[src/sv/srp_pkg.sv]
// srp_pkg: shared types, codes and constants of the servo reply packet parser
// used by every module of the parser and by its checker; no dependencies
`default_nettype none

package srp_pkg;

  localparam int unsigned SYNC_LIMIT_DEF = 32;
  localparam int unsigned MAX_BODY_DEF   = 32;
  localparam int unsigned STORE_DEPTH    = 30;
  localparam int unsigned IDX_W          = 5;
  localparam logic [7:0]  SYNC_BYTE      = 8'hFF;
  localparam logic [7:0]  MIN_LEN        = 8'd2;
  localparam logic [IDX_W-1:0] MAX_PARAMS_RST = IDX_W'(STORE_DEPTH);

  typedef enum logic [1:0] {
    OP_START   = 2'd0,
    OP_BYTE    = 2'd1,
    OP_TIMEOUT = 2'd2
  } op_t;

  typedef enum logic [1:0] {
    KIND_PARAM  = 2'd0,
    KIND_ACCEPT = 2'd1,
    KIND_FAIL   = 2'd2
  } kind_t;

  typedef enum logic [2:0] {
    FAIL_NO_HEADER = 3'd0,
    FAIL_TIMEOUT   = 3'd1,
    FAIL_LEN_SHORT = 3'd2,
    FAIL_LEN_LONG  = 3'd3,
    FAIL_CHECKSUM  = 3'd4
  } fail_t;

  typedef struct packed {
    logic [1:0] operation;
    logic [7:0] data_byte;
  } in_req_t;

  typedef struct packed {
    logic [1:0]       kind;
    logic [7:0]       param_byte;
    logic [IDX_W-1:0] param_index;
    logic [IDX_W-1:0] param_count;
    logic [7:0]       servo_error;
    logic [7:0]       responder_id;
    logic [2:0]       fail_reason;
    logic             last;
  } out_rsp_t;

  typedef struct packed {
    logic  clear;
    logic  hunt_step;
    logic  take_id;
    logic  take_len;
    logic  body_step;
    logic  begin_drain;
    logic  param_next;
    logic  emit;
    kind_t emit_kind;
    fail_t fail_reason;
  } ctl_cmd_t;

  typedef struct packed {
    logic synced;
    logic hunt_limit;
    logic len_short;
    logic len_long;
    logic body_last;
    logic csum_ok;
    logic cnt_zero;
    logic drain_last;
    logic out_free;
  } ctl_sts_t;

endpackage

`default_nettype wire

[src/sv/srp_ctrl.sv]
// srp_ctrl: reception state machine of the servo reply packet parser
// drives datapath commands from srp_pkg types; depends on srp_pkg
`default_nettype none

module srp_ctrl (
  input  wire logic              clk,
  input  wire logic              rst_n,
  input  wire logic              in_valid,
  input  wire logic [1:0]        in_op,
  output logic                   in_stall,
  input  wire srp_pkg::ctl_sts_t st,
  output srp_pkg::ctl_cmd_t      cmd
);

  typedef enum logic [7:0] {
    S_IDLE = 8'b0000_0001,
    S_HUNT = 8'b0000_0010,
    S_ID   = 8'b0000_0100,
    S_LEN  = 8'b0000_1000,
    S_BODY = 8'b0001_0000,
    S_RD   = 8'b0010_0000,
    S_EMIT = 8'b0100_0000,
    S_DONE = 8'b1000_0000
  } state_t;

  state_t state_r, state_nxt;
  logic   draining;
  logic   accept;

  assign draining = (state_r == S_RD) || (state_r == S_EMIT) || (state_r == S_DONE);
  assign in_stall = draining || !st.out_free;
  assign accept   = in_valid && !in_stall;

  always_comb begin
    state_nxt       = state_r;
    cmd             = '0;
    cmd.emit_kind   = srp_pkg::KIND_FAIL;
    cmd.fail_reason = srp_pkg::FAIL_NO_HEADER;
    unique case (state_r)
      S_IDLE, S_HUNT, S_ID, S_LEN, S_BODY: begin
        if (accept) begin
          unique case (in_op)
            srp_pkg::OP_START: begin
              cmd.clear = 1'b1;
              state_nxt = S_HUNT;
            end
            srp_pkg::OP_TIMEOUT: begin
              if (state_r != S_IDLE) begin
                cmd.emit        = 1'b1;
                cmd.fail_reason = srp_pkg::FAIL_TIMEOUT;
                state_nxt       = S_IDLE;
              end
            end
            srp_pkg::OP_BYTE: begin
              unique case (state_r)
                S_HUNT: begin
                  cmd.hunt_step = 1'b1;
                  if (st.synced) begin
                    state_nxt = S_ID;
                  end else if (st.hunt_limit) begin
                    cmd.emit        = 1'b1;
                    cmd.fail_reason = srp_pkg::FAIL_NO_HEADER;
                    state_nxt       = S_IDLE;
                  end
                end
                S_ID: begin
                  cmd.take_id = 1'b1;
                  state_nxt   = S_LEN;
                end
                S_LEN: begin
                  if (st.len_short) begin
                    cmd.emit        = 1'b1;
                    cmd.fail_reason = srp_pkg::FAIL_LEN_SHORT;
                    state_nxt       = S_IDLE;
                  end else if (st.len_long) begin
                    cmd.emit        = 1'b1;
                    cmd.fail_reason = srp_pkg::FAIL_LEN_LONG;
                    state_nxt       = S_IDLE;
                  end else begin
                    cmd.take_len = 1'b1;
                    state_nxt    = S_BODY;
                  end
                end
                S_BODY: begin
                  if (!st.body_last) begin
                    cmd.body_step = 1'b1;
                  end else if (!st.csum_ok) begin
                    cmd.emit        = 1'b1;
                    cmd.fail_reason = srp_pkg::FAIL_CHECKSUM;
                    state_nxt       = S_IDLE;
                  end else begin
                    cmd.begin_drain = 1'b1;
                    state_nxt       = st.cnt_zero ? S_DONE : S_RD;
                  end
                end
                default: ;
              endcase
            end
            default: ;
          endcase
        end
      end
      S_RD: begin
        state_nxt = S_EMIT;
      end
      S_EMIT: begin
        if (st.out_free) begin
          cmd.emit       = 1'b1;
          cmd.emit_kind  = srp_pkg::KIND_PARAM;
          cmd.param_next = 1'b1;
          state_nxt      = st.drain_last ? S_DONE : S_RD;
        end
      end
      S_DONE: begin
        if (st.out_free) begin
          cmd.emit      = 1'b1;
          cmd.emit_kind = srp_pkg::KIND_ACCEPT;
          state_nxt     = S_IDLE;
        end
      end
      default: begin
        state_nxt = S_IDLE;
      end
    endcase
  end

  always_ff @(posedge clk) begin
    if (!rst_n) begin
      state_r <= S_IDLE;
    end else begin
      state_r <= state_nxt;
    end
  end

endmodule

`default_nettype wire

[src/sv/srp_datapath.sv]
// srp_datapath: header registers, checksum, parameter buffer and result register
// executes srp_ctrl commands and reports status; depends on srp_pkg
`default_nettype none

module srp_datapath #(
  parameter int unsigned SYNC_LIMIT = srp_pkg::SYNC_LIMIT_DEF,
  parameter int unsigned MAX_BODY   = srp_pkg::MAX_BODY_DEF
) (
  input  wire logic                        clk,
  input  wire logic                        rst_n,
  input  wire srp_pkg::in_req_t            in_req,
  input  wire logic                        cfg_wr_en,
  input  wire logic [srp_pkg::IDX_W-1:0]   cfg_wr_data,
  input  wire srp_pkg::ctl_cmd_t           cmd,
  output srp_pkg::ctl_sts_t                st,
  input  wire logic                        out_stall,
  output logic                             out_valid,
  output srp_pkg::out_rsp_t                out_rsp
);

  localparam int unsigned IW    = srp_pkg::IDX_W;
  localparam int unsigned LEN_W = $clog2(MAX_BODY + 1);
  localparam int unsigned SC_W  = $clog2(SYNC_LIMIT + 1);
  localparam int unsigned PW    = (LEN_W > IW) ? LEN_W : IW;

  logic [7:0]       b;
  logic [7:0]       prev_r;
  logic [SC_W-1:0]  sc_r;
  logic [7:0]       id_r;
  logic [LEN_W-1:0] len_r;
  logic [LEN_W-1:0] pos_r;
  logic [7:0]       sum_r;
  logic [7:0]       err_r;
  logic [IW-1:0]    cnt_r;
  logic [IW-1:0]    idx_r;
  logic [IW-1:0]    maxp_r;
  logic [7:0]       rd_data_r;
  logic [7:0]       mem [0:srp_pkg::STORE_DEPTH-1];

  logic             out_valid_r;
  srp_pkg::out_rsp_t out_rsp_r, rsp_nxt;

  logic [LEN_W-1:0] nparams;
  logic [IW-1:0]    cnt_calc;
  logic [PW-1:0]    pos_ext;
  logic [PW-1:0]    pidx;
  logic             wr_ok;

  assign b = in_req.data_byte;

  assign nparams  = len_r - LEN_W'(2);
  assign cnt_calc = (PW'(nparams) < PW'(maxp_r)) ? IW'(nparams) : maxp_r;
  assign pos_ext  = PW'(pos_r);
  assign pidx     = pos_ext - PW'(1);
  assign wr_ok    = (pos_r != '0) && (pidx < PW'(srp_pkg::STORE_DEPTH));

  always_comb begin
    st            = '0;
    st.synced     = (prev_r == srp_pkg::SYNC_BYTE) && (b == srp_pkg::SYNC_BYTE);
    st.hunt_limit = ((SC_W+1)'(sc_r) + (SC_W+1)'(1)) >= (SC_W+1)'(SYNC_LIMIT);
    st.len_short  = b < srp_pkg::MIN_LEN;
    st.len_long   = b > 8'(MAX_BODY);
    st.body_last  = pos_r == (len_r - LEN_W'(1));
    st.csum_ok    = (~sum_r) == b;
    st.cnt_zero   = cnt_calc == '0;
    st.drain_last = (idx_r + IW'(1)) == cnt_r;
    st.out_free   = !out_valid_r || !out_stall;
  end

  always_ff @(posedge clk) begin
    if (cmd.clear) begin
      prev_r <= '0;
      sc_r   <= '0;
      id_r   <= '0;
      len_r  <= '0;
      pos_r  <= '0;
      sum_r  <= '0;
      err_r  <= '0;
    end
    if (cmd.hunt_step) begin
      prev_r <= b;
      sc_r   <= sc_r + SC_W'(1);
    end
    if (cmd.take_id) begin
      id_r <= b;
    end
    if (cmd.take_len) begin
      len_r <= LEN_W'(b);
      pos_r <= '0;
      sum_r <= id_r + b;
    end
    if (cmd.body_step) begin
      if (pos_r == '0) begin
        err_r <= b;
      end
      sum_r <= sum_r + b;
      pos_r <= pos_r + LEN_W'(1);
    end
    if (cmd.begin_drain) begin
      cnt_r <= cnt_calc;
      idx_r <= '0;
    end
    if (cmd.param_next) begin
      idx_r <= idx_r + IW'(1);
    end
  end

  // parameter buffer, single write port and registered read
  always_ff @(posedge clk) begin
    if (cmd.body_step && wr_ok) begin
      mem[IW'(pidx)] <= b;
    end
    rd_data_r <= mem[idx_r];
  end

  always_ff @(posedge clk) begin
    if (!rst_n) begin
      maxp_r <= srp_pkg::MAX_PARAMS_RST;
    end else if (cfg_wr_en) begin
      maxp_r <= (cfg_wr_data > srp_pkg::MAX_PARAMS_RST) ? srp_pkg::MAX_PARAMS_RST
                                                         : cfg_wr_data;
    end
  end

  always_comb begin
    rsp_nxt              = '0;
    rsp_nxt.kind         = cmd.emit_kind;
    rsp_nxt.responder_id = id_r;
    case (cmd.emit_kind)
      srp_pkg::KIND_PARAM: begin
        rsp_nxt.param_byte  = rd_data_r;
        rsp_nxt.param_index = idx_r;
        rsp_nxt.param_count = cnt_r;
      end
      srp_pkg::KIND_ACCEPT: begin
        rsp_nxt.param_count = cnt_r;
        rsp_nxt.servo_error = err_r;
        rsp_nxt.last        = 1'b1;
      end
      default: begin
        rsp_nxt.fail_reason = cmd.fail_reason;
        rsp_nxt.last        = 1'b1;
      end
    endcase
  end

  always_ff @(posedge clk) begin
    if (!rst_n) begin
      out_valid_r <= 1'b0;
    end else if (cmd.emit) begin
      out_valid_r <= 1'b1;
    end else if (!out_stall) begin
      out_valid_r <= 1'b0;
    end
  end

  always_ff @(posedge clk) begin
    if (cmd.emit) begin
      out_rsp_r <= rsp_nxt;
    end
  end

  assign out_valid = out_valid_r;
  assign out_rsp   = out_rsp_r;

endmodule

`default_nettype wire

[src/sv/servo_reply_packet_parser_core.sv]
// results: a failure result is on out the cycle after its request; after a good
// checksum each parameter passes S_RD and S_EMIT, and the done result S_DONE
// throughput: one request per cycle while receiving and out is free; after a good
// checksum, requests stall while the parameters and the done result are emitted
// reset: synchronous active-low, clears the state machine and result valid flag,
// sets max_params to 30; the parameter buffer is not cleared
`default_nettype none

module servo_reply_packet_parser_core #(
  parameter int unsigned SYNC_LIMIT = srp_pkg::SYNC_LIMIT_DEF,
  parameter int unsigned MAX_BODY   = srp_pkg::MAX_BODY_DEF
) (
  input  wire logic                      clk,
  input  wire logic                      rst_n,
  input  wire logic                      in_valid,
  output logic                           in_stall,
  input  wire srp_pkg::in_req_t          in_req,
  output logic                           out_valid,
  input  wire logic                      out_stall,
  output srp_pkg::out_rsp_t              out_rsp,
  input  wire logic                      cfg_wr_en,
  input  wire logic [srp_pkg::IDX_W-1:0] cfg_wr_data
);

  srp_pkg::ctl_cmd_t cmd;
  srp_pkg::ctl_sts_t st;

  srp_ctrl u_ctrl (
    .clk      (clk),
    .rst_n    (rst_n),
    .in_valid (in_valid),
    .in_op    (in_req.operation),
    .in_stall (in_stall),
    .st       (st),
    .cmd      (cmd)
  );

  srp_datapath #(
    .SYNC_LIMIT (SYNC_LIMIT),
    .MAX_BODY   (MAX_BODY)
  ) u_dp (
    .clk         (clk),
    .rst_n       (rst_n),
    .in_req      (in_req),
    .cfg_wr_en   (cfg_wr_en),
    .cfg_wr_data (cfg_wr_data),
    .cmd         (cmd),
    .st          (st),
    .out_stall   (out_stall),
    .out_valid   (out_valid),
    .out_rsp     (out_rsp)
  );

endmodule

`default_nettype wire

[config.mk]
export PLATFORM = sky130hd
export DESIGN_NAME = servo_reply_packet_parser_core
export DESIGN_NICKNAME = d
export VERILOG_FILES = /design/src/sv/srp_pkg.sv /design/src/sv/srp_ctrl.sv /design/src/sv/srp_datapath.sv /design/src/sv/servo_reply_packet_parser_core.sv
export SDC_FILE = /design/constraint.sdc
export NUM_CORES = 1
export LEC_CHECK = 0
export BUFFER_PORTS_ARGS = -buffer_cell sky130_fd_sc_hd__buf_4
export CORE_ASPECT_RATIO = 0.7
export CORE_MARGIN = 4
export CORE_UTILIZATION = 60
export DETAILED_ROUTE_END_ITERATION = 10
export HOLD_SLACK_MARGIN = 0.15
export PLACE_DENSITY_LB_ADDON = 0.3
export SYNTH_ARGS = -nofsm -noshare
export SYNTH_HDL_FRONTEND = slang
export SYNTH_HIERARCHICAL = 1
export SYNTH_SLANG_ARGS = --single-unit
[constraint.sdc]
create_clock -name clk -period 4.7 [get_ports clk]
set_input_delay 0.94 -clock clk [delete_from_list [all_inputs] [get_ports clk]]
set_output_delay 0.94 -clock clk [all_outputs]
set_load 0.02 [all_outputs]
After elaboration in Yosys (flattened, before gate mapping)
Memories as Yosys holds them, arrays and structs flattened. A register that Yosys moved wholly into a read port is not among the register bits.
Cells that the tools add are included.
W data, S select, Z words.
{"block": "classes", "mux": 72, "order_cmp": 6, "eq_ne": 26, "addsub": 9, "reduce_logical": 26, "bitwise": 3}
{"operator": "$mux W8", "count": 18}
{"operator": "$pmux W8 S4", "count": 2}
{"operator": "$mux W6", "count": 7}
{"operator": "$mux W5", "count": 7}
{"operator": "$eq A8 B8 Y1 const B", "count": 3}
{"operator": "$mux W1", "count": 24}
{"operator": "$pmux W8 S3", "count": 1}
{"operator": "$add A8 B8 Y8", "count": 2}
{"operator": "$add A6 B1 Y6 const B", "count": 2}
{"operator": "$mux W3", "count": 4}
{"operator": "$pmux W3 S2", "count": 2}
{"operator": "$sub A6 B1 Y6 const B", "count": 2}
{"operator": "$eq A8 B1 Y1 const B", "count": 1}
{"operator": "$eq A8 B2 Y1 const B", "count": 1}
{"operator": "$eq A8 B3 Y1 const B", "count": 1}
{"operator": "$eq A8 B4 Y1 const B", "count": 1}
{"operator": "$eq A8 B5 Y1 const B", "count": 1}
{"operator": "$eq A8 B6 Y1 const B", "count": 1}
{"operator": "$eq A8 B7 Y1 const B", "count": 1}
{"operator": "$eq A8 B8 Y1", "count": 1}
{"operator": "$gt A8 B6 Y1 const B", "count": 1}
{"operator": "$lt A8 B2 Y1 const B", "count": 1}
{"operator": "$ne A2 B1 Y1 const B", "count": 4}
{"operator": "$ne A8 B1 Y1 const B", "count": 1}
{"operator": "other kinds (36)", "count": 53}
{"block": "word_totals", "ram_bits": 240, "mem_count": 1, "input_bits": 20, "word_cells": 163, "ff_bits": 114}
{"name": "u_dp.mem", "depth": 30, "word_bits": 8, "rd": 1, "rd_clocked_by_memory_dff": 1, "write_ports": 1, "line_no": "srp_datapath.sv:38", "text": "logic [7:0] mem [0:srp_pkg::STORE_DEPTH-1];"}

Longest topological paths before layout
Gate-level depths: netlist of the first run.
{"block": "depth", "depth_word": 11, "depth_mapped": 13}

Modules after synthesis
Netlist of the first run, hierarchy kept.
{"mod": "srp_datapath", "area_each_um2": 15079.5, "seq_area_each_um2": 10410.0, "instances": 1, "cells_per_inst": 920}
{"mod": "srp_ctrl", "area_each_um2": 1073.5, "seq_area_each_um2": 160.2, "instances": 1, "cells_per_inst": 132}

Least setup slack after synthesis of the first run
Ideal clock, no wire load.
{"block": "synth_path", "path_kind": "input -> register", "startpoint": "input in_req[1] (netlist name)", "endpoint": "register u_dp.out_rsp_r (netlist bit u_dp/out_rsp[0]), enable pin", "setup_ns": 0.399, "required_time_ns": 4.301, "cell_stages": 7, "slack_ns": 0.665, "arrival_ns": 3.636, "cell_sequence": "or4_1 > nor4_1 > o2111ai_1 > o41ai_1 > o21ai_0 > a211o_1 > nand2_1"}
{"item": "start: declaration", "line_no": "servo_reply_packet_parser_core.sv:17", "text": "input wire srp_pkg::in_req_t in_req,"}
{"item": "end signal: assignment", "line_no": "srp_datapath.sv:159", "text": "out_rsp_r <= rsp_nxt;"}
{"item": "end: declaration", "line_no": "srp_datapath.sv:41", "text": "srp_pkg::out_rsp_t out_rsp_r, rsp_nxt;"}

==> results of run 1 <==
worst max path at each step:
stage,startpoint,depth (start not counted),end,slack (ns)
floorplan,in_req[1],7,u_dp/out_rsp[0],0.66
CTS,u_dp/len_r[2],13,u_dp/mem[25][5],1.08
finish,u_dp/len_r[2],13,u_dp/mem[14][5],1.06
detailed placement,in_req[3],10,u_dp/out_rsp[30],0.87
global route,u_dp/len_r[2],13,u_dp/mem[25][2],0.63
global placement,in_req[3],10,u_dp/out_rsp[33],0.92
cells in the mapped netlist, drive strengths merged (4+ instances only):
| cell | count | area, um2 |
|---|---|---|
| mux4 | 40 | 946 |
| a211oi | 13 | 128 |
| nor4 | 8 | 101 |
| or3 | 5 | 36.3 |
| nor3b | 5 | 42.5 |
| o21ai | 32 | 160 |
| xor2 | 21 | 184 |
| mux2 | 27 | 308 |
| o211ai | 7 | 66.3 |
| nand4 | 11 | 83.8 |
| dfxtp | 30 | 601 |
| inv | 32 | 120 |
| a22oi | 12 | 90.1 |
| or2 | 7 | 46.3 |
| ha | 31 | 388 |
| nand3b | 9 | 67.6 |
| nand2b | 11 | 76.3 |
| and3 | 35 | 219 |
| a221oi | 5 | 50.0 |
| a21oi | 16 | 87.6 |
| o22ai | 4 | 25.0 |
| edfxtp | 332 | 9970 |
| nand3 | 20 | 105 |
| nor2b | 25 | 164 |
| o311ai | 6 | 52.6 |
| xnor2 | 19 | 166 |
| a22o | 13 | 114 |
| buf | 32 | 223 |
| nand2 | 46 | 183 |
| and2 | 65 | 408 |
| clkbuf | 14 | 52.6 |
| nor3 | 16 | 90.1 |
| nor2 | 29 | 116 |
| mux2i | 28 | 280 |
cell type report:
cell class | count | area (um2) | share of cell area
timing repair buffer | 83 | 648 | 0.0358
clock buffer | 48 | 987 | 0.0545
clock inverter | 13 | 138 | 0.00760
sequential | 362 | 10600 | 0.584
multi-input combinational | 612 | 5200 | 0.287
tap | 357 | 447 | 0.0247
inverter | 32 | 120 | 0.00663
critical path, delay by kind of cell, from the launching register on:
family,cells,cell delay (ns)
AO/OA/AOI/OAI,2,0.22
XOR/XNOR,1,0.14
adder cells (fa/ha/maj),1,0.22
buffers and inverters,4,0.90
flip-flops,1,0.46
AND/OR/NAND/NOR,5,1.30
stage by stage:
step | std cells | util | cell area, um2
floorplan | 1052 | - | 16200
global placement | 1446 | 0.650 | 17000
detailed placement | 1446 | 0.650 | 17000
CTS | 1507 | 0.693 | 18100
global route | 1507 | 0.693 | 18100
finish | 1507 | 0.693 | 18100
registers in the layout (all words and copies together) (netlist names), 5 cells and up:
register	count
u_ctrl/state_r	8
u_dp/cnt_r	5
u_dp/err_r	8
u_dp/id_r	8
u_dp/idx_r	5
u_dp/len_r	6
u_dp/maxp_r	5
u_dp/mem	240
u_dp/out_rsp	40
u_dp/pos_ext	6
u_dp/prev_r	8
u_dp/rd_data_r	8
u_dp/sc_r	6
u_dp/sum_r	8
layer usage:
layer	vias to the layer above	track usage	wire, um	part of all wire
met5	-	0	0	0
met4	0	0.0532	604	0.017
met3	53	0.0680	3600	0.10
met2	429	0.339	15100	0.43
met1	4713	0.371	16100	0.45
li1	4223	-	-	-
report_power, final:
part | leakage [nW] | switching (mW) | total, mW | internal, mW
logic | 2.78 | 0.348 | 0.557 | 0.209
clock network | 0.549 | 1.14 | 2.77 | 1.63
registers | 3.25 | 0.0581 | 3.64 | 3.58
cells by family (layout without fill, tap and decap cells):
family / Yosys count / after routing / share of synthesized area
DFF: 362 / 362 / 0.654
muxes: 95 / 95 / 0.0950
adders and majority gates: 33 / 33 / 0.0265
AOI/OAI and AO/OA: 139 / 139 / 0.0636
and+or+nand+nor: 305 / 305 / 0.114
buffers and inverters: 78 / 176 / 0.0245
xor gates and xnor gates: 40 / 40 / 0.0217
==> out/qor.yml, run 1 <==
global_route:
  gr-total-overflow: 0
  antenna_found_initial: 1
  grt_pass1_vias: 9185
  grt_first_pass_wirelength_um: 54600
  grt_max_degree: 67
  grt_util_all_layers: 0.239
hold_path:
  hold_path_class: "flip-flop to flip-flop"
  hp-start: "u_dp/err_r[5]"
  holdPathStages: 2
  hold_end: "u_dp/err_r[5]"
layout:
  syn_to_final_growth_pct: 12.1
  final_cell_mix: "edfxtp_1 (332), buf_4 (81), and2_1 (64)"
  final_layout_size_suffix_gt1_frac: 0.192
  fillers: 1739
  final_common_cell: "edfxtp_1"
  final_nets: 1178
  antenna_cells: 0
sta:
  worst_pin_slew_ns: 1.19
  max-slew-margin-rel: 0.202
  fin_crit_sh: 0.774
  skew_ns: 0.0102
  finalCriticalPeriod_ns: 3.64
  drv_slew: 0
  holdWs_ns: 0.479
  timing.final.ws_setup_ns: 1.06
  tns_ns: 0
  finalSetupViolCount: 0
  hold_viol_final: 0
  rsz0062_at_grt: "false"
  max_clock_freq_mhz: 275
floorplanning:
  rows: 49
  coreArea_um2: 26100
  dieArea_um2: 29700
  io_pins: 62
  initial_core_util: 0.618
  chipWidth_um: 204
  dieHeight_um: 145
setup_path:
  worstPathCellList: "inv_1 -> ha_1 -> nor3b_1 -> nand2_1 -> xnor2_1 -> a2111oi_0 -> buf_4 -> nor4b_2 -> buf_4 -> nand2b_1 -> a211oi_2 -> buf_4 -> and3_1"
  cpPeakStageDelay_ns: 0.51
  reg2reg_slack_ns: 1.06
  rr_endpoint: "u_dp/mem[14][5]"
  crit_top_cell: "buf_4"
  endpoint_kind: "flip-flop"
  arrival_ns: 3.79
  path_class: "flip-flop to flip-flop"
  reg2reg_depth: 13
  critical-path-slowest-cell: "and3_1"
  reg2reg_from: "u_dp/len_r[2]"
  cp_max_fo: 30
  required_ns: 4.85
  worstSetupStartpointType: "flip-flop"
yosys:
  syn_inst: 1052
  seq_area_frac_synth: 0.654
  yosys_most_used_dff: "edfxtp_1"
  async_reset_ff_frac: 0
  syn_area_um2: 16200
  syn_nets: 1105
  ys_ff_latch: 362
  syn_avg_cell_area_um2: 15.4
  synth_edf_count: 332
  yosysWarnings: 6
  synth.distinct_cells: 83
power_and_ir_drop:
  totalPowerFinal_mw: 6.96
  vdd_drop_max_uv: 316
  power_density_nw_per_um2: 384
  p_leak_nw: 6.58
detailed_routing:
  drt-total-wl_um: 35500
  drc: 0
  routed_via_density: 6.25
  first_pass_iters: 7
  post_drt_wl_per_cell_um: 23.5
  via_count: 9418
  ant_nets: 0
  drt_iter0_markers: 951
run:
  cap_viol_max_count: 0
clock_network:
  clock_latency_ns: 0.51
  post_cts_resized: 0
  clk_pin_slew_ns: 0.06
  clock-sinks: 362
  hold_buffers: 0
  h-tree-depth: 2
  tritoncts: "done"
  postCtsSetupBuffers: 0
  clk_root_buffer_cell: "clkbuf_16"
  cts_made_buffers: 34
  clockBufferDepth: 3
status:
  outcome: "completed"
placed_design:
  gp_congestion: 0.884
  port_buffers: 61
  dp_slack_ns: 0.874
  place_hpwl_um: 23100
No activity file was read; power rests on OpenSTA's default activity.
==> run 2: changes to the inputs <==
CORE_UTILIZATION = 56   (was 60)
clock period = 3.2 ns   (was 4.7 ns; I/O delays follow)
==> out/qor.yml, run 2 (synthesized netlist as in run 1, its figures left out) <==
layout:
  syn_to_final_growth_pct: 14.9  # was 12.1%
  largest_register: "u_dp/mem"  # unchanged
  final_cell_mix: "edfxtp_1 (332), buf_4 (120), and2_1 (64)"  # was edfxtp_1 (332), buf_4 (81), and2_1 (64)
  final_util: 0.661  # was 0.693
  final_layout_size_suffix_gt1_frac: 0.251  # was 0.192
  fillers: 1947  # was 1739
  final_nets: 1222  # was 1178
  antenna_cells: 0  # unchanged
  final_common_cell: "edfxtp_1"  # unchanged
  largest_reg_flops: 240  # unchanged
  fin_area_um2: 18600  # was 18100 um2
sta:
  max-slew-margin-rel: 0.351  # was 0.202
  max_clock_freq_mhz: 327  # was 275 MHz
  skew_ns: 0.0181  # was 0.0102 ns
  holdWs_ns: 0.346  # was 0.479 ns
  hold_viol_final: 0  # unchanged
  rsz0062_at_grt: "true"  # was false
  worst_pin_slew_ns: 0.972  # was 1.19 ns
  finalSetupViolCount: 0  # unchanged
  fin_crit_sh: 0.956  # was 0.774
  drv_slew: 0  # unchanged
  finalCriticalPeriod_ns: 3.06  # was 3.64 ns
floorplanning:
  dieArea_um2: 31700  # was 29700 um2
  coreArea_um2: 28100  # was 26100 um2
  dieHeight_um: 150  # was 145 um
  rows: 51  # was 49
  initial_core_util: 0.575  # was 0.618
  io_pins: 62  # unchanged
  chipWidth_um: 211  # was 204 um
detailed_routing:
  drt_iter0_markers: 1136  # was 951
  drc: 0  # unchanged
  post_drt_wl_per_cell_um: 24.8  # was 23.5 um
  via_count: 9752  # was 9418
  drt-total-wl_um: 38900  # was 35500 um
  ant_nets: 0  # unchanged
  first_pass_iters: 6  # was 7
  routed_via_density: 6.22  # was 6.25
setup_path:
  endpoint_kind: "flip-flop"  # unchanged
  worstSetupStartpointType: "flip-flop"  # unchanged
  arrival_ns: 3.27  # was 3.79 ns
  cp_max_fo: 30  # unchanged
  path_class: "flip-flop to flip-flop"  # unchanged
  required_ns: 3.41  # was 4.85 ns
global_route:
  grt_first_pass_wirelength_um: 58800  # was 54600 um
  grt_pass1_vias: 9521  # was 9185
  grt_max_degree: 37  # was 67
  grt_util_all_layers: 0.249  # was 0.239
  gr-total-overflow: 0  # unchanged
  antenna_found_initial: 3  # was 1
placed_design:
  dpl-instance-area_um2: 17400  # was 17000 um2
  place_hpwl_um: 26500  # was 23100 um
  port_buffers: 61  # unchanged
  gp_congestion: 0.912  # was 0.884
clock_network:
  clk_pin_slew_ns: 0.06  # about the same
  tritoncts: "done"  # unchanged
  clk_root_buffer_cell: "clkbuf_16"  # unchanged
  h-tree-depth: 2  # unchanged
  postCtsSetupBuffers: 0  # unchanged
  clockBufferDepth: 3  # unchanged
  clock-sinks: 362  # unchanged
  cts_made_buffers: 36  # was 34
  clock_latency_ns: 0.53  # was 0.51 ns
power_and_ir_drop:
  vdd_drop_max_uv: 327  # was 316 uV
  p_leak_nw: 6.78  # was 6.58 nW
  power_density_nw_per_um2: 559  # was 384 nW/um2
hold_path:
  hold_path_class: "primary input to flip-flop"  # was flip-flop to flip-flop
run:
  cap_viol_max_count: 0  # unchanged
status:
  outcome: "completed"  # unchanged
## run 2: changes by cell type in the layout (fill, tap and decap cells not counted), sizes merged
cell	delta
buf	+42
bufinv	-1
clkbuf	+1
clkinv	-1
clkinvlp	+3
inv	+2
## run 2: area by class of cell
class,count,area (um2),area share
clock buffer,49,1010,0.0545
clock inverter,16,145,0.00782
inverter,32,120,0.00647
multi-input combinational,612,5250,0.283
sequential,362,10600,0.569
tap,371,464,0.0250
timing repair buffer,125,1000,0.0539
## run 2: per-stage QoR
stage          worst slack (ns)  total power, mW  std cells  TNS (ns)
2_1_floorplan            0.0270             5.97       1052         0
3_3_place_gp              0.102             6.32       1502         0
3_5_place_dp             0.0163             6.33       1502         0
4_1_cts                 0.00453             10.4       1567         0
5_1_grt                 -0.0524             10.7       1567     -5.32
6_report                  0.140             10.4       1567         0
## run 2: power breakdown
group	total, mW	switching (mW)	internal, mW	leakage, nW
sequential	5.32	0.0622	5.25	3.25
combinational	0.931	0.568	0.363	2.97
clock	4.13	1.74	2.39	0.559
total	10.4	2.37	8.01	6.78
## run 2: worst paths after layout
| kind | startpoint | endpoint | slack (ns) | depth (start not counted) |
|---|---|---|---|---|
| worst min-delay path | cfg_wr_data[2] | u_dp/maxp_r[2] | 0.35 | 3 |
| worst max register to register | u_dp/len_r[1] | u_dp/mem[15][6] | 0.14 | 12 |
| worst max-delay path | u_dp/len_r[1] | u_dp/mem[15][6] | 0.14 | 12 |
| worst min register to register | u_dp/id_r[6] | u_dp/out_rsp[10] | 0.46 | 0 |
## run 2: worst max-delay path, cell delays in order (launching register included)
cell	delay (ns)
edfxtp_1	0.39
inv_1	0.15
ha_1	0.18
nor3b_1	0.25
nand2_1	0.12
xnor2_1	0.14
a2111oi_0	0.07
buf_4	0.17
nor4b_2	0.34
nand2b_1	0.11
a211oi_2	0.24
buf_12	0.24
and3_2	0.35
## run 2: layer usage
layer / vias up / track usage / wire length (um)
met2: 530 / 0.360 / 16800
li1: 4316 / - / -
met5: - / 0 / 24
met1: 4850 / 0.382 / 17100
met4: 4 / 0.0528 / 575
met3: 52 / 0.0679 / 4420
## run 2: timing repair
action	4_1_cts	5_1_grt
setup endpoints to repair	2	240
hold buffers	0	0
resized for setup	1	32
==> run 3: changes to the inputs <==
CAP_MARGIN = 20   (was default)
CORE_UTILIZATION = 60   (was 56)
clock period = 3.1 ns   (was 3.2 ns; I/O delays follow)
==> out/qor.yml, run 3 (synthesized netlist as in run 1, its figures left out) <==
clock_network:
  cts_made_buffers: 35  # was 36
  tritoncts: "done"  # unchanged
  clock_latency_ns: 0.53  # about the same
  clk_pin_slew_ns: 0.06  # about the same
  hold_buffers: 0  # unchanged
  clk_root_buffer_cell: "clkbuf_16"  # unchanged
  h-tree-depth: 2  # unchanged
  clock-sinks: 362  # unchanged
  clockBufferDepth: 3  # unchanged
  postCtsSetupBuffers: 0  # unchanged
setup_path:
  worstSetupStartpointType: "flip-flop"  # unchanged
  reg2reg_depth: 12  # unchanged
  endpoint_kind: "flip-flop"  # unchanged
  arrival_ns: 3.17  # was 3.27 ns
  cp_max_fo: 30  # unchanged
  path_class: "flip-flop to flip-flop"  # unchanged
  required_ns: 3.33  # was 3.41 ns
layout:
  final_common_cell: "edfxtp_1"  # unchanged
  final_cells: 1584  # was 1567
  syn_to_final_growth_pct: 18.0  # was 14.9%
  largest_reg_flops: 240  # unchanged
  fillers: 1660  # was 1947
  final_layout_size_suffix_gt1_frac: 0.249  # was 0.251
  final_nets: 1257  # was 1222
  regArea_um2: 10600  # unchanged
  antenna_cells: 0  # unchanged
  final_cell_mix: "edfxtp_1 (332), buf_4 (136), and2_1 (64)"  # was edfxtp_1 (332), buf_4 (120), and2_1 (64)
  multi_input_area_um2: 5250  # about the same
  largest_register: "u_dp/mem"  # unchanged
global_route:
  antenna_found_initial: 2  # was 3
  grt_util_all_layers: 0.250  # was 0.249
  gr-total-overflow: 0  # unchanged
  grt_max_degree: 39  # was 37
  grt_pass1_vias: 9474  # was 9521
  grt_first_pass_wirelength_um: 56800  # was 58800 um
sta:
  rsz0062_at_grt: "false"  # was true
  finalCriticalPeriod_ns: 2.94  # was 3.06 ns
  max_clock_freq_mhz: 340  # was 327 MHz
  hold_viol_final: 0  # unchanged
  fin_crit_sh: 0.949  # was 0.956
  timing.final.ws_setup_ns: 0.158  # was 0.140 ns
  skew_ns: 0.0198  # was 0.0181 ns
  max-slew-margin-rel: 0.220  # was 0.351
  drv_slew: 0  # unchanged
  finalSetupViolCount: 0  # unchanged
  worst_pin_slew_ns: 1.17  # was 0.972 ns
detailed_routing:
  drc: 0  # unchanged
  routed_via_density: 6.19  # was 6.22
  drt_iter0_markers: 1096  # was 1136
  post_drt_wl_per_cell_um: 23.6  # was 24.8 um
  first_pass_iters: 5  # was 6
  via_count: 9811  # was 9752
  ant_nets: 0  # unchanged
  drt-total-wl_um: 37400  # was 38900 um
hold_path:
  holdPathStages: 3  # unchanged
  hold_path_class: "primary input to flip-flop"  # unchanged
placed_design:
  place_hpwl_um: 25200  # was 26500 um
  dp.cells: 1524  # was 1502
  gp_congestion: 0.915  # was 0.912
  dp_slack_ns: -0.0244  # was 0.0163 ns
  port_buffers: 61  # unchanged
power_and_ir_drop:
  p_leak_nw: 7.06  # was 6.78 nW
  power_density_nw_per_um2: 564  # was 559 nW/um2
  vdd_drop_max_uv: 461  # was 327 uV
floorplanning:
  io_pins: 62  # unchanged
  dieHeight_um: 145  # was 150 um
  initial_core_util: 0.618  # was 0.575
  coreArea_um2: 26100  # was 28100 um2
  dieArea_um2: 29700  # was 31700 um2
  chipWidth_um: 204  # was 211 um
  rows: 49  # was 51
status:
  outcome: "completed"  # unchanged
run:
  cap_viol_max_count: 0  # unchanged
run 3: cell types whose count changed in the layout (fill, tap and decap cells not counted), moves of 3 or more:
| cell | change |
|---|---|
| and3_1 | +29 |
| and3_2 | -26 |
| and3_4 | -3 |
| buf_12 | +20 |
| buf_4 | +16 |
| clkbuf_8 | -3 |
| clkinv_2 | -3 |
run 3: area by class of cell:
class                           instances  share of cell area
Clock buffer                           45              0.0507
Multi-Input combinational cell        612               0.275
Inverter                               32             0.00630
Tap cell                              357              0.0234
Clock inverter                         15             0.00959
Sequential cell                       362               0.555
Timing Repair Buffer                  161              0.0798
run 3: critical path: stages, from the launching register on:
cell       delay, ns
edfxtp_1        0.40
inv_1           0.13
ha_1            0.25
xor2_1          0.16
nor2_1          0.05
a21oi_1         0.22
a2111oi_4       0.14
nor4b_2         0.35
nand2b_1        0.11
a211oi_2        0.23
buf_12          0.20
and3_1          0.20
buf_4           0.17
run 3: worst paths after layout:
| path | startpoint | endpoint | slack (ns) |
|---|---|---|---|
| setup / recovery | u_dp/len_r[1] | u_dp/mem[3][1] | 0.16 |
| hold / removal | cfg_wr_data[2] | u_dp/maxp_r[2] | 0.34 |
| setup reg to reg | u_dp/len_r[1] | u_dp/mem[3][1] | 0.16 |
| hold reg to reg | u_dp/err_r[7] | u_dp/err_r[7] | 0.47 |
run 3: per-stage QoR:
stage	setup TNS [ns]	util	power [mW]	hold slack (ns)	instance area, um2
finish	0	0.730	10.7	0.339	19100
global route	0	0.730	11.1	0.333	19100
CTS	0	0.728	10.8	0.319	19000
detailed placement	-0.659	0.684	6.53	0.460	17900
global placement	-0.0802	0.684	6.50	0.445	17900
floorplan	0	-	6.16	0.431	16200
run 3: repair_timing:
| action | 4_1_cts | 5_1_grt |
|---|---|---|
| resized for setup | 1 | 5 |
| endpoints found under the setup margin | 53 | 286 |
| gates cloned | 0 | 0 |
| pin swaps | 0 | 1 |
run 3: routing by layer:
layer  share of wire  wire, um  vias to the layer above  global-route usage
met1            0.45     16900                     4884               0.398
met3           0.095      3570                       65              0.0589
met4           0.021       776                        4              0.0619
met5         0.00067        25                        -                   0
li1                -         -                     4377                   -
met2            0.43     16200                      481               0.353
run 3: power by group:
group	leakage [nW]	total [mW]	internal (mW)	switching (mW)
Sequential	3.25	5.49	5.42	0.0664
Combinational	3.26	0.965	0.380	0.585
Clock	0.555	4.29	2.54	1.75
